<file path="config.mk">
export PLATFORM = sky130hd
export DESIGN_NAME = pma_ctrl
export DESIGN_NICKNAME = d
export VERILOG_FILES = /design/src/sv/assert_macros.svh /design/src/sv/pma_pkg.sv /design/src/sv/pma_ctrl.sv
export SDC_FILE = /design/constraint.sdc
export NUM_CORES = 1
export LEC_CHECK = 0
export ABC_CLOCK_PERIOD_IN_PS = 2810
export BUFFER_PORTS_ARGS = -buffer_cell sky130_fd_sc_hd__buf_2
export CORE_UTILIZATION = 53
export DETAILED_ROUTE_END_ITERATION = 10
export MAX_ROUTING_LAYER = met4
export PLACE_DENSITY = 0.84
export REMOVE_ABC_BUFFERS = 1
export SLEW_MARGIN = 20
export SYNTH_ARGS = -nofsm -noshare
export SYNTH_HDL_FRONTEND = slang
export SYNTH_SLANG_ARGS = --single-unit
</file>
<file path="constraint.sdc">
create_clock -name i_clk -period 2.81 [get_ports i_clk]
set_clock_uncertainty 0.2 [all_clocks]
set_input_delay 0.281 -clock i_clk [delete_from_list [all_inputs] [get_ports i_clk]]
set_output_delay 0.281 -clock i_clk [all_outputs]
set_load 0.01 [all_outputs]
</file>
<file path="src/sv/assert_macros.svh">
// assertion macros for the rtl top level
// no dependencies
`ifndef ASSERT_MACROS_SVH
`define ASSERT_MACROS_SVH

// same-cycle implication, checked out of reset
`define ASSERT_SAME(label, clk, rst_n, ante, cons) \
    label: assert property (@(posedge clk) disable iff (!(rst_n)) (ante) |-> (cons)) \
        else $error("assertion failed: same-cycle implication");

// next-cycle implication, checked out of reset
`define ASSERT_NEXT(label, clk, rst_n, ante, cons) \
    label: assert property (@(posedge clk) disable iff (!(rst_n)) (ante) |=> (cons)) \
        else $error("assertion failed: next-cycle implication");

`endif

</file>
<file path="src/sv/pma_pkg.sv">
`timescale 1ns / 1ps
// types and constants for the polynomial multiply/add/sub block
// used by pma_ctrl, pma_dp and the top level
package pma_pkg;

    localparam int MAX_TERMS     = 32;
    localparam int FRACTION_BITS = 16;
    localparam int COEF_W        = 32;
    localparam int POW_W         = 6;
    localparam int MODE_W        = 2;
    localparam int ADDR_W        = (MAX_TERMS > 1) ? $clog2(MAX_TERMS) : 1;
    localparam int CNT_W         = ADDR_W + 1;
    localparam int PROD_W        = 2 * COEF_W;
    localparam int ACC_W         = PROD_W + ADDR_W;

    localparam logic [MODE_W-1:0] MODE_MUL = 2'd0;
    localparam logic [MODE_W-1:0] MODE_ADD = 2'd1;
    localparam logic [MODE_W-1:0] MODE_SUB = 2'd2;

    typedef enum logic [2:0] {
        S_IDLE,
        S_SETUP,
        S_WAIT_OUT,
        S_ISSUE,
        S_WAIT_RES
    } t_state;

    // controller to datapath
    typedef struct packed {
        logic              in_ready;
        logic              issue;
        logic [ADDR_W-1:0] addr_a;
        logic [ADDR_W-1:0] addr_b;
        logic              first;
        logic              last;
        logic [CNT_W-1:0]  k;
        logic              final_term;
        logic              clr;
    } t_cmd;

    // datapath to controller
    typedef struct packed {
        logic              is_mul;
        logic [CNT_W-1:0]  cnt1;
        logic [CNT_W-1:0]  cnt2;
        logic              res_done;
        logic              out_busy;
    } t_status;

endpackage

</file>
<file path="src/sv/pma_ctrl.sv">
`timescale 1ns / 1ps
// controller: input acceptance and term/product sequencing
// depends on pma_pkg
module pma_ctrl
    import pma_pkg::*;
(
    input  logic    i_clk,
    input  logic    i_rst_n,
    input  logic    i_in_valid,
    input  logic    i_which_operand,
    input  logic    i_last_term,
    input  t_status i_status,
    output t_cmd    o_cmd
);

    t_state           r_state, n_state;
    logic [CNT_W-1:0] r_k, n_k;
    logic [CNT_W-1:0] r_j, n_j;
    logic [CNT_W-1:0] r_jhi, n_jhi;
    logic             r_first, n_first;
    logic [CNT_W-1:0] r_n, n_n;
    logic [CNT_W-1:0] r_n1, n_n1;
    logic [CNT_W-1:0] r_n2, n_n2;

    logic [CNT_W-1:0] len1;
    logic [CNT_W-1:0] len2;
    logic [CNT_W-1:0] j_lo;
    logic [CNT_W-1:0] j_hi;
    logic [CNT_W-1:0] diff;
    logic             final_term;
    logic             is_last_j;

    always_ff @(posedge i_clk) begin
        if (!i_rst_n) begin
            r_state <= S_IDLE;
        end else begin
            r_state <= n_state;
        end
    end

    always_ff @(posedge i_clk) begin
        r_k     <= n_k;
        r_j     <= n_j;
        r_jhi   <= n_jhi;
        r_first <= n_first;
        r_n     <= n_n;
        r_n1    <= n_n1;
        r_n2    <= n_n2;
    end

    // an empty operand counts as one zero term
    assign len1       = (i_status.cnt1 == '0) ? CNT_W'(1) : i_status.cnt1;
    assign len2       = (i_status.cnt2 == '0) ? CNT_W'(1) : i_status.cnt2;
    assign final_term = (r_k == r_n - CNT_W'(1));
    assign is_last_j  = (r_j == r_jhi);
    assign diff       = r_k - r_j;

    // product index range for output term k
    always_comb begin
        if (i_status.is_mul) begin
            j_lo = (r_k >= r_n2) ? (r_k - r_n2 + CNT_W'(1)) : '0;
            j_hi = (r_k < r_n1) ? r_k : (r_n1 - CNT_W'(1));
        end else begin
            j_lo = r_k;
            j_hi = r_k;
        end
    end

    always_comb begin
        n_state = r_state;
        n_k     = r_k;
        n_j     = r_j;
        n_jhi   = r_jhi;
        n_first = r_first;
        n_n     = r_n;
        n_n1    = r_n1;
        n_n2    = r_n2;

        o_cmd            = '0;
        o_cmd.addr_a     = r_j[ADDR_W-1:0];
        o_cmd.addr_b     = i_status.is_mul ? diff[ADDR_W-1:0] : r_k[ADDR_W-1:0];
        o_cmd.first      = r_first;
        o_cmd.last       = is_last_j;
        o_cmd.k          = r_k;
        o_cmd.final_term = final_term;

        unique case (r_state)
            S_IDLE: begin
                o_cmd.in_ready = 1'b1;
                if (i_in_valid && i_which_operand && i_last_term) begin
                    n_state = S_SETUP;
                end
            end
            S_SETUP: begin
                n_n1 = len1;
                n_n2 = len2;
                if (i_status.is_mul) begin
                    n_n = len1 + len2 - CNT_W'(1);
                end else begin
                    n_n = (len1 > len2) ? len1 : len2;
                end
                n_k     = '0;
                n_state = S_WAIT_OUT;
            end
            S_WAIT_OUT: begin
                if (!i_status.out_busy) begin
                    n_j     = j_lo;
                    n_jhi   = j_hi;
                    n_first = 1'b1;
                    n_state = S_ISSUE;
                end
            end
            S_ISSUE: begin
                o_cmd.issue = 1'b1;
                n_first     = 1'b0;
                if (is_last_j) begin
                    n_state = S_WAIT_RES;
                end else begin
                    n_j = r_j + CNT_W'(1);
                end
            end
            S_WAIT_RES: begin
                if (i_status.res_done) begin
                    if (final_term) begin
                        o_cmd.clr = 1'b1;
                        n_state   = S_IDLE;
                    end else begin
                        n_k     = r_k + CNT_W'(1);
                        n_state = S_WAIT_OUT;
                    end
                end
            end
            default: begin
                n_state = S_IDLE;
            end
        endcase
    end

endmodule

</file>
# --- After elaboration in Yosys (flattened, before gate mapping) ---
# Index checks and enable logic that the tools add are counted.
classes:
  add_sub_neg: 9
  mul: 0
  div_mod_pow: 0
  magnitude_cmp: 3
  eq_ne: 12
  n_shift: 0
  mux: 28
  bitwise_logic: 1
  n_reduce_logical: 12
op_table:
  columns: ["operator", "count"]
  rows:
  - ["two-way mux 6 bit", 12]
  - ["one-hot mux 6 bit (2 select lines)", 2]
  - ["adder 6 x 1 -> 6 bit, second input constant", 3]
  - ["subtractor 6 x 1 -> 6 bit, second input constant", 3]
  - ["one-hot mux 3 bit (5 select lines)", 1]
  - ["equality test 6 bit", 2]
  - ["zero test 6 bit", 2]
  - ["two-way mux 3 bit", 4]
  - ["!= test 2 bit, second input constant", 6]
  - ["adder 6 bit", 1]
  - ["equality test 3 x 2 -> 1 bit, second input constant", 2]
  - [">= comparator 6 bit", 1]
  - ["greater-than comparator 6 bit", 1]
  - ["less-than comparator 6 bit", 1]
  - ["two-way mux 1 bit", 6]
  - ["AND reduction 3 bit", 2]
  - ["subtractor 6 bit", 1]
  - ["two-way mux 5 bit", 1]
  - ["subtractor 5 bit", 1]
  - ["AND reduction 2 bit", 2]
  - ["AND reduction 4 bit", 1]
  - ["nonzero test 2 bit", 2]
  - ["equality test 3 x 1 -> 1 bit, second input constant", 1]
  - ["equality test 3 bit, second input constant", 1]
  - ["other kinds (5)", 6]
word_totals:
  reg_bits: 40
  latchBits: 0
  ram_bits: 0
  mem_bits_ro: 0
  out_inout_bits: 22
  word_cells: 73
  memories: 0

# --- Longest topological paths before layout ---
# Gate-level depths: netlist (run 1).
logic_depth:
  ltp_word: 6
  ltp_mapped: 10

# --- Worst setup path before layout (run 1) ---
# OpenSTA, ideal clock, no wires.
synth_timing:
  path_kind: "register to register"
  start: "register r_k[1]"
  end: "register r_j[5] (data pin)"
  setup_time_ns: 0.275
  arrival_ns: 2.303
  required_time_ns: 2.335
  slack_ns: 0.033
  stages_incl_launch_ff: 11
  n_path_buf: 0
  path_cell_list: "edfxtp_1 inv_1 ha_1 inv_1 ha_1 fa_1 a21o_1 a21oi_1 xnor2_1 a221oi_1 a21oi_1"
synth_between:
  elab_chain_len: 6
  elab_cells_between_ends: 7
synth_rtl:
  columns: ["element", "line", "rtl"]
  rows:
  - ["start, declared", "pma_ctrl.sv:17", "logic [CNT_W-1:0] r_k, n_k;"]
  - ["start signal, assigned", "pma_ctrl.sv:42", "r_k <= n_k;"]
  - ["subtractor 6 bit", "pma_ctrl.sv:61", "j_lo = (r_k >= r_n2) ? (r_k - r_n2 + CNT_W'(1)) : '0;"]
  - ["adder 6 x 1 -> 6 bit", "pma_ctrl.sv:61", null]
  - ["two-way mux 6 bit *", "pma_ctrl.sv:61", null]
  - ["two-way mux 6 bit *", "pma_ctrl.sv:60", "if (i_status.is_mul) begin"]
  - ["two-way mux 6 bit *", "pma_ctrl.sv:106", "if (!i_status.out_busy) begin"]
  - ["one-hot mux 6 bit (2 select lines) *", "pma_ctrl.sv:87", "unique case (r_state)"]
  - ["named net n_j[5]", "pma_ctrl.sv:18", "logic [CNT_W-1:0] r_j, n_j;"]
  - ["end signal, assigned", "pma_ctrl.sv:43", "r_j <= n_j;"]
  - ["end, declared", "pma_ctrl.sv:18", null]
# The timed path passes the listed nets; every way through them passes the cells marked *. The select of a mux whose other input is x is not followed.
# A chain may end at the register's enable or synchronous reset.

==> flow_summary_export.csv, run 1 <==
group,metric,value,unit
logic_synthesis,netlist-cell-type-count,58,
worst_setup_path,cp_max_fo,6,
timing,finalWorstSetupSlack,0.149,ns
routing,first_pass_iters,4,
logic_synthesis,synthMostInstantiatedCell,"inv_1",
power,ir_drop,0.292,mV
clock_tree,clkSinkCount,40,
global_route,overflow,0,
clock_tree,htreeDepth,2,
logic_synthesis,synth_top_area_cell,"edfxtp_1",
clock_tree,cts_buffer_depth,2,
clock_tree,cts_hold_buf,0,
global_route,grt_pass1_wl,11200,microns
global_route,antenna_found_initial,0,
worst_setup_path,required,2.33,ns
logic_synthesis,yosys.area.top_type_share,34.1,%
timing,finalSetupViolations,0,
place,placement.io_buffers,41,
floorplanning,start_util,55.1,%
clock_tree,numCtsBuffers,5,
cells_and_area,finish.net_count,424,
logic_synthesis,async_flop_share,0,%
worst_setup_path,cpMaxStageDelayCell,"edfxtp_1",
clock_tree,clkLatencyLatePin,0.29,ns
timing,fin_crit,2.66,ns
timing,fin_crit_sh,94.7,%
logic_synthesis,syn-instance-count,328,
routing,ant_nets,0,
clock_tree,cts.clk_slew.worst_paths,0.08,ns
floorplanning,ios,42,
logic_synthesis,yosys-top-cells-count,"inv_1 (40), edfxtp_1 (37), ha_1 (35)",
outcome,status,"complete, no violations",
worst_setup_path,path_buf_inv,4,
floorplanning,die_h,80.5,microns
flow_run,cap_viol_max_count,0,
timing,rsz0062_at_grt,"no",
floorplanning,dieArea,6470,sq um
global_route,grtUsageTotal,23.9,%
logic_synthesis,synth_edf_count,37,
global_route,grt_max_degree,20,
timing,holdWs,0.0133,ns
logic_synthesis,ys_warn_count,0,
min_path,hp-class,"in2reg",
clock_tree,cts-root-buf,"clkbuf_8",
power,p_leak,1.60,nW
routing,num_vias,2452,
timing,max_freq,376,MHz
logic_synthesis,syn-cell-area,3260,sq um
timing,maxSlewViolCount,0,
cells_and_area,drive_above_1_share,22.5,%
logic_synthesis,synth_area_leaders,"edfxtp_1 (34%), ha_1 (13%), xnor2_1 (7.5%)",
floorplanning,rows,28,
routing,viasPerCell,5.57,
logic_synthesis,synth_flop_cell,"edfxtp_1",
timing,finalHoldViolations,0,
floorplanning,chipWidth,80.5,microns
routing,drtIter0Drc,188,
worst_setup_path,cp_top_family,"flip-flops",
timing,worst_slew_pin_slew,0.685,ns
routing,drc_errors,0,
worst_setup_path,worstPathArrival,2.18,ns
logic_synthesis,syn_area_per_cell,9.94,sq um
floorplanning,core_area,5920,sq um
routing,wl_per_cell,16.2,microns
timing,slew_headroom,54.3,%
global_route,grt_pass1_vias,2354,
place,dp_hpwl,5550,microns
place,gp_congestion,0.969,
timing,setup_tns,0,ns
cells_and_area,area_growth,12.5,%
worst_setup_path,critPathKind,"reg2out",
cells_and_area,antenna_cells,0,
logic_synthesis,ys_ff_latch,40,
clock_tree,cts_tree,"yes",
worst_setup_path,cp_cell_sequence,"buf_6 -> inv_8 -> ha_4 -> fa_2 -> inv_1 -> a21o_1 -> a21oi_2 -> xor2_1 -> nand2_1 -> xnor2_1 -> buf_2",
routing,totalWireLength,7120,microns
logic_synthesis,ys_seq_area_share,35.9,%
power,p_per_area,376,nW/um^2
worst_setup_path,crit_path_start_kind,"register",
worst_setup_path,crit_path_end_kind,"output pin",
place,place_ws,-0.0225,ns
worst_setup_path,slowest_delay,0.43,ns
logic make-up (layout without fill, tap and decap cells):
logic type / after synthesis / after routing / synth area share [%]
buf+inv: 71 / 108 / 9.40
mux: 9 / 9 / 2.88
fa+ha+maj: 40 / 40 / 16.5
compound gates: 62 / 62 / 13.9
xor+xnor: 40 / 40 / 10.7
flops: 40 / 40 / 35.9
simple gates: 66 / 66 / 10.7
through the flow:
step / instances / power [mW] / area (sq um) / util (%)
final: 440 / 1.38 / 3670 / 62.0
after global placement: 431 / 0.979 / 3530 / 59.6
after global routing: 440 / 1.44 / 3670 / 62.0
after CTS: 440 / 1.38 / 3630 / 61.4
after detailed placement: 431 / 0.994 / 3530 / 59.6
after floorplan: 303 / 0.897 / 3130 / -
sequential cells by signal (all words and copies together), names as in the netlist:
signal and count:
r_j 6, r_k 6, r_jhi 6, r_n1 6
r_n2 6, r_n 6, r_first 1, r_state 3
layout make-up:
class                      instances  area, sq um
tap                               75         93.8
inverter                          46          184
timing repair buffer              54          307
fill                             502         2250
clock inverter                     2         10.0
sequential                        40         1170
clock buffer                       6         82.6
multi-input combinational        217         1820
final timing paths:
| path | start | to | slack [ns] | cells past startpoint |
|---|---|---|---|---|
| min reg2reg | r_state[1] | r_state[0] | 0.41 | 2 |
| max reg2reg | r_n2[1] | r_j[5] | 0.17 | 9 |
| max | r_k[0] | o_cmd[14] | 0.15 | 11 |
| min | i_rst_n | r_state[1] | 0.01 | 2 |
timing repair:
action                     4_1_cts  5_1_grt
setup endpoints to repair        1        3
pin swaps                        0        1
buffers inserted                 1        0
resized for setup                3        7
per-layer routing:
metal	vias to the layer above	routed length (microns)	GRT usage [%]
met2	87	3680	42.8
met4	0	82	6.96
met5	-	0	-
met3	9	365	3.41
li1	1197	-	-
met1	1159	3000	27.6
cells in the final DEF (no fill, tap or decap), drive strengths merged, types with 6 or more instances in the layout:
cell / instances
nor3: 7
o21ai: 7
edfxtp: 37
nand2b: 6
mux2i: 6
buf: 54
xnor2: 28
clkbuf: 6
nand3: 6
nand2: 8
inv: 43
a21oi: 22
ha: 35
xor2: 12
nor2: 20
report_power, final:
| group | switching, mW | internal, mW | leakage (nW) |
|---|---|---|---|
| sequential | 0.0142 | 0.672 | 0.362 |
| combinational | 0.166 | 0.137 | 1.19 |
| clock | 0.195 | 0.196 | 0.0510 |
| total | 0.375 | 1.00 | 1.60 |
Note: power is estimated with default switching activity, not from simulation.
==> inputs of run 2 (changes only) <==
--- a/config.mk
+++ b/config.mk
@@ -12,6 +12,7 @@
 export MAX_ROUTING_LAYER = met4
 export PLACE_DENSITY = 0.84
 export REMOVE_ABC_BUFFERS = 1
+export SETUP_SLACK_MARGIN = 0.2
 export SLEW_MARGIN = 20
 export SYNTH_ARGS = -nofsm -noshare
 export SYNTH_HDL_FRONTEND = slang
==> run 2 against run 1 <==
Die area unchanged; critical path type unchanged; largest cell class unchanged; clock power is essentially flat; hold slack worse by 0.00090 ns.
==> flow_summary_export.csv, run 2 (synthesis gave the netlist of run 1 again) <==
group,metric,value,unit
global_route,overflow,0,
cells_and_area,antenna_cells,0,
floorplanning,start_util,55.1,%
timing,finalHoldViolations,0,
worst_setup_path,crit_path_start_kind,"register",
timing,worst_slew_pin_slew,0.563,ns
timing,slew_headroom,62.2,%
power,ir_drop,0.293,mV
worst_setup_path,slowest_delay,0.44,ns
global_route,grt_max_degree,20,
timing,maxSlewViolCount,0,
routing,first_pass_iters,4,
floorplanning,ios,42,
timing,fin_crit,2.63,ns
clock_tree,cts.clk_slew.worst_paths,0.08,ns
place,placement.io_buffers,41,
cells_and_area,fillers,490,
clock_tree,cts_tree,"yes",
routing,viasPerCell,5.66,
routing,drc_errors,0,
worst_setup_path,crit_path_end_kind,"output pin",
floorplanning,rows,28,
worst_setup_path,cp_max_fo,4,
global_route,met1_usage,28.1,%
flow_run,cap_viol_max_count,0,
global_route,antenna_found_initial,0,
worst_setup_path,required,2.33,ns
cells_and_area,drive_above_1_share,26.0,%
clock_tree,clkLatencyLatePin,0.29,ns
clock_tree,cts-root-buf,"clkbuf_8",
global_route,gr-usage-met2,43.9,%
routing,wl_per_cell,16.6,microns
worst_setup_path,cp_cell_sequence,"buf_6 -> inv_6 -> ha_4 -> fa_2 -> inv_1 -> a21o_1 -> a21oi_2 -> xor2_1 -> nand2_1 -> xnor2_1 -> buf_2",
global_route,grt_busiest_layer,"met2",
clock_tree,clkSinkCount,40,
cells_and_area,multi_input_area,1890,sq um
cells_and_area,fin_cells,444,
place,dpl.cell_count,431,
place,gp_congestion,0.969,
worst_setup_path,worstPathArrival,2.14,ns
floorplanning,dieArea,6470,sq um
global_route,use_met3,3.30,%
global_route,grt_pass1_vias,2427,
floorplanning,chipWidth,80.5,microns
cells_and_area,final_cell_mix,"buf_2 (41), inv_1 (40), edfxtp_1 (37)",
clock_tree,cts_buffer_depth,2,
clock_tree,numCtsBuffers,5,
routing,drtIter0Drc,118,
cells_and_area,mostFrequentLayoutCell,"buf_2",
place,place_ws,-0.0225,ns
cells_and_area,area_growth,15.5,%
worst_setup_path,cpMaxStageDelayCell,"edfxtp_1",
floorplanning,core_area,5920,sq um
timing,rsz0062_at_grt,"yes",
worst_setup_path,critPathKind,"reg2out",
timing,fin_crit_sh,93.4,%
outcome,status,"complete, no violations",
cells_and_area,finish.net_count,428,
power,p_per_area,371,nW/um^2
power,p_leak,1.63,nW
clock_tree,htreeDepth,2,
timing,finalSetupViolations,0,
routing,num_vias,2511,
routing,ant_nets,0,
min_path,hp-class,"in2reg",
global_route,grtUsageTotal,24.6,%
clock_tree,cts_hold_buf,0,
timing,finalWorstSetupSlack,0.184,ns
timing,max_freq,381,MHz
cells_and_area,seq_area,1170,sq um
global_route,grt_pass1_wl,11500,microns
floorplanning,die_h,80.5,microns
routing,totalWireLength,7390,microns
place,dp_hpwl,5550,microns
run 2: worst max-delay path: cells and delay by family (launching register included):
family | cells | cell delay, ns
flip-flops | 1 | 0.44
buffers and inverters | 4 | 0.41
adder cells (fa/ha/maj) | 2 | 0.33
XOR/XNOR | 2 | 0.31
AO/OA/AOI/OAI | 2 | 0.27
AND/OR/NAND/NOR | 1 | 0.08
run 2: path summary, 6_finish.rpt:
check | from | to | slack, ns | cells after the start
setup / recovery | r_k[0] | o_cmd[14] | 0.18 | 11
hold / removal | i_rst_n | r_state[1] | 0.01 | 2
setup reg to reg | r_k[0] | r_j[5] | 0.24 | 9
hold reg to reg | r_state[2] | r_state[0] | 0.40 | 1
run 2: final cells by class:
cell class | instances | area share, %
Timing Repair Buffer | 58 | 9.03
Sequential cell | 40 | 31.1
Multi-Input combinational cell | 217 | 50.1
Tap cell | 75 | 2.49
Clock buffer | 6 | 2.19
Clock inverter | 2 | 0.266
Inverter | 46 | 4.82
run 2: stage by stage:
stage / hold slack (ns) / setup TNS (ns) / instance area, sq um / util (%) / total power, mW
2_1_floorplan: 0.180 / 0 / 3130 / - / 0.897
3_3_place_gp: 0.295 / 0 / 3530 / 59.6 / 0.979
3_5_place_dp: 0.317 / -0.0225 / 3530 / 59.6 / 0.994
4_1_cts: 0.0160 / 0 / 3700 / 62.5 / 1.38
5_1_grt: 0.0133 / 0 / 3770 / 63.6 / 1.46
6_report: 0.0124 / 0 / 3770 / 63.6 / 1.40
run 2: where the power goes:
| group | total, mW | switching [mW] | internal (mW) |
|---|---|---|---|
| combinational | 0.319 | 0.174 | 0.145 |
| sequential | 0.686 | 0.0144 | 0.672 |
| clock | 0.392 | 0.196 | 0.196 |
| total | 1.40 | 0.385 | 1.01 |
run 2: what timing repair did:
item	4_1_cts	5_1_grt
buffers inserted	5	0
setup endpoints to repair	7	8
gates resized for setup	11	10
hold endpoints to repair	0	0
pin swaps	5	6
run 2: layer usage:
layer / routed length, microns / vias to the layer above
met5: 0 / -
met4: 195 / 0
met3: 318 / 20
met2: 3760 / 85
met1: 3110 / 1206
li1: - / 1200
==> inputs of run 3 (changes only) <==
--- a/config.mk
+++ b/config.mk
@@ -5,10 +5,12 @@
 export SDC_FILE = /design/constraint.sdc
 export NUM_CORES = 1
 export LEC_CHECK = 0
+export ABC_AREA = 1
 export ABC_CLOCK_PERIOD_IN_PS = 2810
 export BUFFER_PORTS_ARGS = -buffer_cell sky130_fd_sc_hd__buf_2
 export CORE_UTILIZATION = 53
 export DETAILED_ROUTE_END_ITERATION = 10
+export GPL_TIMING_DRIVEN = 0
 export MAX_ROUTING_LAYER = met4
 export PLACE_DENSITY = 0.84
 export REMOVE_ABC_BUFFERS = 1
==> run 3 against run 2 <==
Synthesized cell count up 38%; power rose by 7.8%; non-clock buffer count is 3 higher; design area increased by 5.2%; largest cell class unchanged.
==> flow_summary_export.csv, run 3 <==
group,metric,value,unit
timing,fin_crit,2.62,ns
place,dpl_cell_area,3620,sq um
place,placement.io_buffers,41,
clock_tree,clkSinkCount,40,
global_route,overflow,0,
floorplanning,die_h,82.4,microns
worst_setup_path,cp.depth,9,
logic_synthesis,synthMostInstantiatedCell,"nand2_1",
floorplanning,rows,28,
worst_setup_path,r2r_setup_slack,0.26,ns
floorplanning,chipWidth,82.4,microns
cells_and_area,fillers,523,
floorplanning,ios,42,
clock_tree,cts_tree,"yes",
logic_synthesis,synth_area_leaders,"edfxtp_1 (32%), ha_1 (13%), nand2_1 (11%)",
routing,drc_errors,0,
cells_and_area,mostFrequentLayoutCell,"nand2_1",
global_route,grtUsageTotal,26.2,%
outcome,status,"complete, no violations",
logic_synthesis,synth_edf_count,37,
global_route,antenna_found_initial,0,
routing,viasPerCell,5.33,
global_route,grt_pass1_vias,2979,
global_route,grt_pass1_wl,12800,microns
min_path,hp-class,"in2reg",
logic_synthesis,netlist-cell-type-count,37,
logic_synthesis,syn-cell-area,3430,sq um
place,gp_congestion,0.914,
worst_setup_path,crit_start,"r_k[2]",
routing,totalWireLength,7890,microns
global_route,grt_max_degree,18,
logic_synthesis,ys_seq_area_share,34.1,%
timing,worst_slew_pin_slew,0.882,ns
floorplanning,core_area,6100,sq um
routing,wl_per_cell,13.8,microns
clock_tree,clkLatencyLatePin,0.30,ns
logic_synthesis,ys_warn_count,0,
place,dp_hpwl,5860,microns
cells_and_area,finish.instance_area,3960,sq um
logic_synthesis,yosys.area.top_type_share,32.4,%
power,p_leak,1.96,nW
cells_and_area,post-route-util,65.0,%
flow_run,cap_viol_max_count,0,
worst_setup_path,cp_cell_sequence,"buf_4 -> ha_4 -> nand2_1 -> nor2_2 -> a211oi_2 -> nor2_1 -> nor2_1 -> xor2_1 -> buf_2",
timing,maxSlewViolCount,0,
floorplanning,start_util,56.3,%
logic_synthesis,ys_ff_latch,40,
worst_setup_path,slowest_delay,0.53,ns
clock_tree,cts.clk_slew.worst_paths,0.08,ns
power,p_per_area,380,nW/um^2
worst_setup_path,worstPathArrival,2.14,ns
logic_synthesis,async_flop_share,0,%
timing,slew_headroom,40.6,%
cells_and_area,finish.net_count,558,
cells_and_area,area_growth,15.5,%
cells_and_area,final_cell_mix,"nand2_1 (101), inv_1 (69), buf_2 (41)",
logic_synthesis,synth_top_area_cell,"edfxtp_1",
timing,rsz0062_at_grt,"yes",
worst_setup_path,path_buf_inv,2,
worst_setup_path,r2r-start,"r_k[2]",
clock_tree,cts_buffer_depth,2,
clock_tree,cts-root-buf,"clkbuf_8",
clock_tree,numCtsBuffers,5,
worst_setup_path,worst_setup_path_endpoint,"o_cmd[14]",
cells_and_area,drive_above_1_share,20.4,%
routing,ant_nets,0,
worst_setup_path,crit_path_start_kind,"register",
timing,max_freq,382,MHz
worst_setup_path,cpMaxStageDelayCell,"edfxtp_1",
worst_setup_path,r2r-end,"r_j[5]",
logic_synthesis,syn-instance-count,453,
worst_setup_path,cp_max_fo,5,
routing,drtIter0Drc,203,
timing,finalSetupViolations,0,
floorplanning,dieArea,6800,sq um
cells_and_area,antenna_cells,0,
timing,setup_tns,0,ns
timing,fin_crit_sh,93.2,%
clock_tree,htreeDepth,2,
worst_setup_path,crit_path_end_kind,"output pin",
routing,first_pass_iters,6,
power,ir_drop,0.256,mV
logic_synthesis,syn_area_per_cell,7.57,sq um
worst_setup_path,worstRegToRegCells,9,
worst_setup_path,required,2.33,ns
logic_synthesis,yosys-top-cells-count,"nand2_1 (101), inv_1 (72), edfxtp_1 (37), nor2_1 (37), ha_1 (35)",
worst_setup_path,cp_top_family,"flip-flops",
logic_synthesis,synth_flop_cell,"edfxtp_1",
worst_setup_path,cp_common_cell,"nor2_1",
routing,num_vias,3061,
worst_setup_path,critPathKind,"reg2out",
timing,finalHoldViolations,0,
==> run 3: cell count changes after synthesis, sizes merged, moves of 5 or more <==
cell | before | now
nand2 | 8 | 104
inv | 43 | 82
nand3 | 6 | 33
xnor2 | 28 | 5
nor2 | 20 | 40
o21ai | 7 | 21
mux2i | 6 | 0
nand2b | 6 | 0
a21o | 5 | 0
==> run 3: kinds of logic (layout without fill, tap and decap cells) <==
group                      after synthesis  after routing  synth area share [%]
buffers and inverters                  106            152                  12.5
xor gates and xnor gates                15             15                  3.83
AOI/OAI and AO/OA                       57             57                  9.34
adders and majority gates               40             40                  15.7
DFF                                     40             40                  34.1
and+or+nand+nor                        195            195                  24.5
==> run 3: per-layer routing <==
layer  wire (microns)  vias to the layer above  track usage [%]
met5                0                        -                -
met4              380                        0             14.4
met3              370                       34             4.18
met2             3960                      118             46.9
met1             3180                     1363             27.4
li1                 -                     1546                -
==> run 3: how the worst min path moves through the flow <==
stage	start	to	slack (ns)	depth (start not counted)
6_report	i_status[5]	r_n2[3]	0.01	1
5_1_grt	i_status[5]	r_n2[3]	0.009	1
4_1_cts	i_status[13]	r_n1[5]	0.0005	1
3_3_place_gp	i_status[6]	r_n2[4]	0.28	1
3_5_place_dp	i_status[6]	r_n2[4]	0.28	1
2_1_floorplan	i_rst_n	r_state[0]	0.18	2
==> run 3: through the flow <==
stage                     total power [mW]  cells  hold slack [ns]  setup WS (ns)
after floorplan                      0.925    430            0.179         -0.213
after global placement                1.01    546            0.281         -0.901
after detailed placement              1.02    547            0.279         -0.170
after CTS                             1.50    567         0.000468          0.135
after global routing                  1.59    574          0.00893          0.127
final                                 1.51    574           0.0148          0.190
==> run 3: layout make-up <==
cell class	instances	area [sq um]	area share, %
inverters	83	313	7.89
clock buffers	6	72.6	1.83
clock inverters	2	35.0	0.884
repair buffers	61	368	9.28
well taps	75	93.8	2.37
flip-flops and latches	40	1170	29.6
multi-input cells	307	1910	48.2
==> run 3: what timing repair did <==
item	4_1_cts	5_1_grt
pin swaps	0	1
resized for setup	6	12
setup buffers	8	6
setup endpoints to repair	10	14
hold buffers	4	1
hold endpoints to repair	4	1
==> run 3: where the power goes <==
| part | total, mW | switching (mW) | internal, mW |
|---|---|---|---|
| Sequential | 0.692 | 0.0155 | 0.677 |
| Clock | 0.469 | 0.206 | 0.264 |
| Combinational | 0.345 | 0.207 | 0.138 |
| Total | 1.51 | 0.428 | 1.08 |
